$ cat src/hdl/assert_macros.svh
// assertion macros used by the sorter rtl
// every macro samples on clk and is disabled while rst_n is low
`ifndef ASSERT_MACROS_SVH
`define ASSERT_MACROS_SVH

// property must hold at every sampled edge out of reset
`define GFS_ASSERT(label, prop, msg) \
  label: assert property (@(posedge clk) disable iff (!rst_n) (prop)) else $error(msg);

// antecedent one edge implies consequent at the next edge
`define GFS_ASSERT_NEXT(label, ante, cons, msg) \
  label: assert property (@(posedge clk) disable iff (!rst_n) (ante) |=> (cons)) \
    else $error(msg);

`endif

$ cat src/hdl/gfs_pkg.sv
// types, constants and helper functions for the grouped float sorter
// no dependencies; used by gfs_cell and grouped_float_sorter
`timescale 1ns / 1ps

package gfs_pkg;

  localparam int CAPACITY_DEF = 64;
  localparam int NUM_GROUPS   = 41;
  localparam int KEY_W        = 6;
  localparam int RAW_KEY_W    = 8;
  localparam int VAL_W        = 32;
  localparam int IN_DATA_W    = 40;
  localparam int OUT_DATA_W   = 32;

  typedef struct packed {
    logic             valid;
    logic [KEY_W-1:0] key;
    logic [VAL_W-1:0] mapped;
  } gfs_entry_t;

  typedef struct packed {
    logic ins;    // broadcast item enters the chain
    logic drain;  // chain moves one place toward cell 0
  } gfs_ctrl_t;

  typedef enum logic {
    ST_LOAD,
    ST_DRAIN
  } gfs_state_t;

  // order-preserving map of float bits onto unsigned compare
  function automatic logic [VAL_W-1:0] order_map(input logic [VAL_W-1:0] bits);
    logic [VAL_W-1:0] res;
    if (bits[VAL_W-1]) begin
      res = ~bits;
    end else begin
      res = bits | {1'b1, {(VAL_W-1){1'b0}}};
    end
    return res;
  endfunction

  function automatic logic [VAL_W-1:0] order_unmap(input logic [VAL_W-1:0] mapped);
    logic [VAL_W-1:0] res;
    if (mapped[VAL_W-1]) begin
      res = mapped ^ {1'b1, {(VAL_W-1){1'b0}}};
    end else begin
      res = ~mapped;
    end
    return res;
  endfunction

  // negative keys go to group 0, large ones to the top group
  function automatic logic [KEY_W-1:0] clamp_key(input logic [RAW_KEY_W-1:0] raw);
    logic [KEY_W-1:0] res;
    if (raw[RAW_KEY_W-1]) begin
      res = '0;
    end else if (raw[RAW_KEY_W-2:0] > (RAW_KEY_W-1)'(NUM_GROUPS - 1)) begin
      res = KEY_W'(NUM_GROUPS - 1);
    end else begin
      res = raw[KEY_W-1:0];
    end
    return res;
  endfunction

endpackage

$ cat src/hdl/gfs_cell.sv
// one cell of the insertion chain: holds one entry, compares it to the
// broadcast item, takes from its left neighbor on insert and its right on drain
`timescale 1ns / 1ps

module gfs_cell (
  input  logic                clk,
  input  logic                rst_n,
  input  gfs_pkg::gfs_ctrl_t  ctrl,
  input  gfs_pkg::gfs_entry_t new_ent,
  input  gfs_pkg::gfs_entry_t prev_ent,
  input  logic                prev_lt,
  input  gfs_pkg::gfs_entry_t next_ent,
  output gfs_pkg::gfs_entry_t ent,
  output logic                lt
);

  gfs_pkg::gfs_entry_t ent_r, ent_nxt;

  // empty cells act as +infinity so the flag is 0..0 1..1 along the chain
  assign lt = !ent_r.valid ||
              ({new_ent.key, new_ent.mapped} < {ent_r.key, ent_r.mapped});

  always_comb begin
    ent_nxt = ent_r;
    if (ctrl.drain) begin
      ent_nxt = next_ent;
    end else if (ctrl.ins && lt) begin
      ent_nxt = prev_lt ? prev_ent : new_ent;
    end
  end

  always_ff @(posedge clk) begin
    if (!rst_n) begin
      ent_r.valid <= 1'b0;
    end else begin
      ent_r <= ent_nxt;
    end
  end

  assign ent = ent_r;

endmodule
$ cat config.mk
export PLATFORM = sky130hd
export DESIGN_NAME = gfs_cell
export DESIGN_NICKNAME = d
export VERILOG_FILES = /design/src/hdl/assert_macros.svh /design/src/hdl/gfs_pkg.sv /design/src/hdl/gfs_cell.sv
export SDC_FILE = /design/constraint.sdc
export NUM_CORES = 1
export LEC_CHECK = 0
export CORE_ASPECT_RATIO = 0.5
export CORE_MARGIN = 1
export CORE_UTILIZATION = 65
export CTS_CLUSTER_SIZE = 20
export DETAILED_ROUTE_END_ITERATION = 16
export DONT_BUFFER_PORTS = 1
export HOLD_SLACK_MARGIN = 0.08
export PLACE_DENSITY = 0.85
export SLEW_MARGIN = 20
export SYNTH_ARGS = -nofsm -noshare
export SYNTH_HDL_FRONTEND = slang
export SYNTH_SLANG_ARGS = --single-unit
$ cat constraint.sdc
create_clock -name clk -period 7.4 [get_ports clk]
set_input_delay 1.11 -clock clk [delete_from_list [all_inputs] [get_ports clk]]
set_output_delay 1.11 -clock clk [all_outputs]
set_load 0.005 [all_outputs]
# Word level (Yosys, flattened, before mapping)
# Cells that the tools add are included.
[op_classes]
n_mux = 3
magnitude_cmp = 1
reduce_logical = 5
[op_table]
columns = ["op", "n"]
rows = [
  ["39-bit 2-to-1 mux", 3],
  ["38-bit less-than comparator", 1],
  ["2-bit AND reduction", 1],
  ["2-bit nonzero test", 1],
  ["1-bit logical AND", 1],
  ["1-bit logical NOT", 1],
  ["1-bit logical OR", 1],
]
[word_totals]
out_inout_bits = 40
in_bits = 122
regBits = 39
word_cells = 12

# Logic depth before layout (Yosys ltp)
[logic_depth]
depth_word = 5
ltp_mapped = 8

# Worst setup path after synthesis
# No wires, ideal clock.
[synth_timing]
path_kind = "input to register"
from = "input new_ent[31] (netlist bit)"
to = "register ent_r (netlist bit ent[0]) (enable)"
path_slack_ns = 3.080
t_required_ns = 6.991
path_stages = 7
t_arrival_ns = 3.912
path_cell_list = "ha_1 a21o_1 a221o_1 a221o_1 a41o_1 or3_4 a21oi_2"
[synth_via]
elab_chain_cells = 5
[synth_rtl]
columns = ["item", "line", "text"]
rows = [
  ["start, declared", "gfs_cell.sv:9", "input gfs_pkg::gfs_entry_t new_ent,"],
  ["38-bit less-than comparator", "gfs_cell.sv:21", "({new_ent.key, new_ent.mapped} < {ent_r.key, ent_r.mapped});"],
  ["1-bit logical OR", "gfs_cell.sv:20", "assign lt = !ent_r.valid ||"],
  ["1-bit logical AND", "gfs_cell.sv:27", "end else if (ctrl.ins && lt) begin"],
  ["2-bit nonzero test (no line)", "-", ""],
  ["2-bit AND reduction (no line)", "-", ""],
  ["end signal, assigned", "gfs_cell.sv:36", "ent_r <= ent_nxt;"],
  ["end, declared", "gfs_cell.sv:17", "gfs_pkg::gfs_entry_t ent_r, ent_nxt;"],
]
# No other way between the ends.
# A chain may end at the register's enable or synchronous reset.

# Final worst setup path
[layout_timing]
from = "input new_ent[33] (netlist bit)"
to = "output lt"
[layout_via]
elab_chain_cells = 2
[layout_rtl]
columns = ["item", "line", "text"]
rows = [
  ["38-bit less-than comparator", "gfs_cell.sv:21", ""],
  ["1-bit logical OR", "gfs_cell.sv:20", ""],
  ["end, declared", "gfs_cell.sv:14", "output logic lt"],
]
# No other way between the ends.

==> flow_metrics.tcl <==
set metrics [dict create \
    fin_crit_sh_pct 55.5 \
    grt_busiest_layer "met2" \
    vdd_drop_max_mv 0.0749 \
    max_freq_mhz 244 \
    numCtsBuffers 5 \
    wirelength_mm 6.42 \
    synth_cell_types 30 \
    final_cell_mix "nand2_1 (47), o21ai_0 (42), mux2i_1 (39)" \
    worstPathRequired_ns 6.29 \
    power.density_mw_per_mm2 164 \
    core_area_mm2 0.00410 \
    dpl.hpwl_mm 5.06 \
    yosysWarnings 0 \
    drt_first_iter_violations 113 \
    path_class "primary input to primary output" \
    syn-instance-count 305 \
    syn_nets 464 \
    cp-end-kind "primary output" \
    netlist_area_mm2 0.00292 \
    fin_crit_ns 4.11 \
    synthArstFlopShare_pct 0 \
    num_rows 16 \
    vias 2165 \
    dpl-instance-area_mm2 0.00297 \
    path_cells "ha_1, and2_1, a221o_1, a221o_1, a41o_1, or3_4, nand2_1" \
    io_buffers 0 \
    grt_pass1_vias 2100 \
    viasPerCell 6.12 \
    ant_nets 0 \
    setup_viol 0 \
    cpPeakStageDelay_ns 0.39 \
    syn_area_per_cell_um2 9.58 \
    postCtsSetupBuffers 0 \
    wl_per_cell_um 18.1 \
    placed_cells 346 \
    die_area_mm2 0.00478 \
    initial_utilization_pct 71.2 \
    finalInstanceArea_mm2 0.00305 \
    gr-usage-met3_pct 10.6 \
    cts_buffer_depth 2 \
    grt_max_degree 81 \
    crit_fanout 2 \
    cts-resized-gates 0 \
    outcome "complete, no violations" \
    crit_arrival_ns 3.00 \
    ys_ff_latch 39 \
    grt_util_met1_pct 33.5 \
    overflow 0 \
    hold_violations 0 \
    cpMaxStageDelayCell "or3_4" \
    n_fill_cell 293 \
    drv_cap 0 \
    cts_tree "done" \
    tightest_slew_ns 0.618 \
    clock-sinks 39 \
    met2_usage_pct 45.4 \
    drive_above_1_share_pct 2.67 \
    finalWeightedCongestion 0.757 \
    drc 0 \
    grt_antenna_before_repair 0 \
    die_x_um 96.8 \
    die_h_um 49.4 \
    final_nets 458 \
    final_common_cell "nand2_1" \
    p_total_uw 501 \
    cts-root-buf "clkbuf_8" \
    startpoint_type "primary input" \
    critPathMostFrequentCell "a221o_1" \
    syn_to_final_growth_pct 4.33 \
    finalMaxSlewViolations 0 \
    synth_ff_type "edfxtp_1" \
    slew_headroom_pct 58.7 \
    clk_latency_ns 0.28 \
    first_pass_iters 5 \
    ys_seq_area_share_pct 39.7 \
    fin_cells 354 \
    rsz0062_at_grt "false" \
    clock_skew_ns 0.00452 \
    diodes 0 \
    synth_edf_count 38 \
    hold_class "flop to flop" \
    path_clk_slew_ns 0.07 \
    grt_pass1_wl_mm 9.97 \
    seqCellArea_mm2 0.00116 \
    multi_input_comb_area_mm2 0.00157 \
    largest_register_ffs 39 \
    ctsHoldBuffers 0 \
    grt_usage_pct 27.1 \
    tns_ns 0 \
    h-tree-depth 2 \
    p_leak_nw 1.41 \
    io_pins 162 \
]
-- critical path, delay by kind of cell --
kind | cells | cell delay, ns
compound gates | 3 | 0.91
fa+ha+maj | 1 | 0.29
simple gates | 3 | 0.69
-- stage by stage --
| stage | utilization, % | worst slack [ns] | hold slack [ns] |
|---|---|---|---|
| after CTS | 74.3 | 3.28 | 0.711 |
| after detailed placement | 72.3 | 3.29 | 0.700 |
| after global placement | 71.6 | 3.18 | 0.675 |
| after floorplan | - | 3.08 | 0.620 |
| after global routing | 74.3 | 3.22 | 0.743 |
| final | 74.3 | 3.29 | 0.712 |
-- per-layer routing --
| metal | vias to the layer above | share of wire [%] |
|---|---|---|
| li1 | 1081 | - |
| met1 | 973 | 42 |
| met2 | 107 | 48 |
| met3 | 4 | 9.8 |
| met4 | 0 | 0.42 |
| met5 | - | 0 |
-- kinds of logic (layout without fill, tap and decap cells) --
logic type	Yosys count	count (layout)	share of synthesized area, %
AO/OA/AOI/OAI	71	71	14.0
AND/OR/NAND/NOR	67	67	10.2
buffers and inverters	52	47	6.81
multiplexers	39	39	13.4
flip-flops	39	39	39.7
adder cells (fa/ha/maj)	37	37	15.8
-- power by group --
| group | internal (mW) | switching, mW |
|---|---|---|
| Clock | 0.0643 | 0.0704 |
| Sequential | 0.264 | 0.0119 |
| Combinational | 0.0443 | 0.0463 |
-- area by class of cell --
| cell class | count | share of cell area (%) |
|---|---|---|
| repair buffers | 1 | 0.903 |
| clock inverters | 2 | 0.246 |
| inverters | 38 | 4.68 |
| flip-flops and latches | 39 | 38.1 |
| clock buffers | 6 | 2.38 |
| well taps | 54 | 2.22 |
| multi-input cells | 214 | 51.5 |
-- final timing paths --
kind	startpoint	slack, ns	endpoint	cells after the start
worst max register to register	ent[33]	4.11	ent[32]	9
worst max-delay path	new_ent[33]	3.29	lt	7
worst min-delay path	ent[38]	0.71	ent[38]	3
worst min register to register	ent[38]	0.71	ent[38]	3
-- synth_stat cells (3+ instances only) --
| cell | instances | area (µm²) |
|---|---|---|
| mux2i_1 | 39 | 390 |
| edfxtp_1 | 38 | 1140 |
| nand4_1 | 6 | 37.5 |
| a21o_1 | 3 | 22.5 |
| buf_2 | 3 | 15.0 |
| a221o_1 | 3 | 30.0 |
| nand3_1 | 5 | 25.0 |
| clkbuf_1 | 11 | 41.3 |
| ha_1 | 37 | 463 |
| a21oi_1 | 14 | 70.1 |
| o21ai_0 | 42 | 210 |
| nand2_1 | 47 | 176 |
| inv_1 | 38 | 143 |
Power figures use the tool's default switching activity.
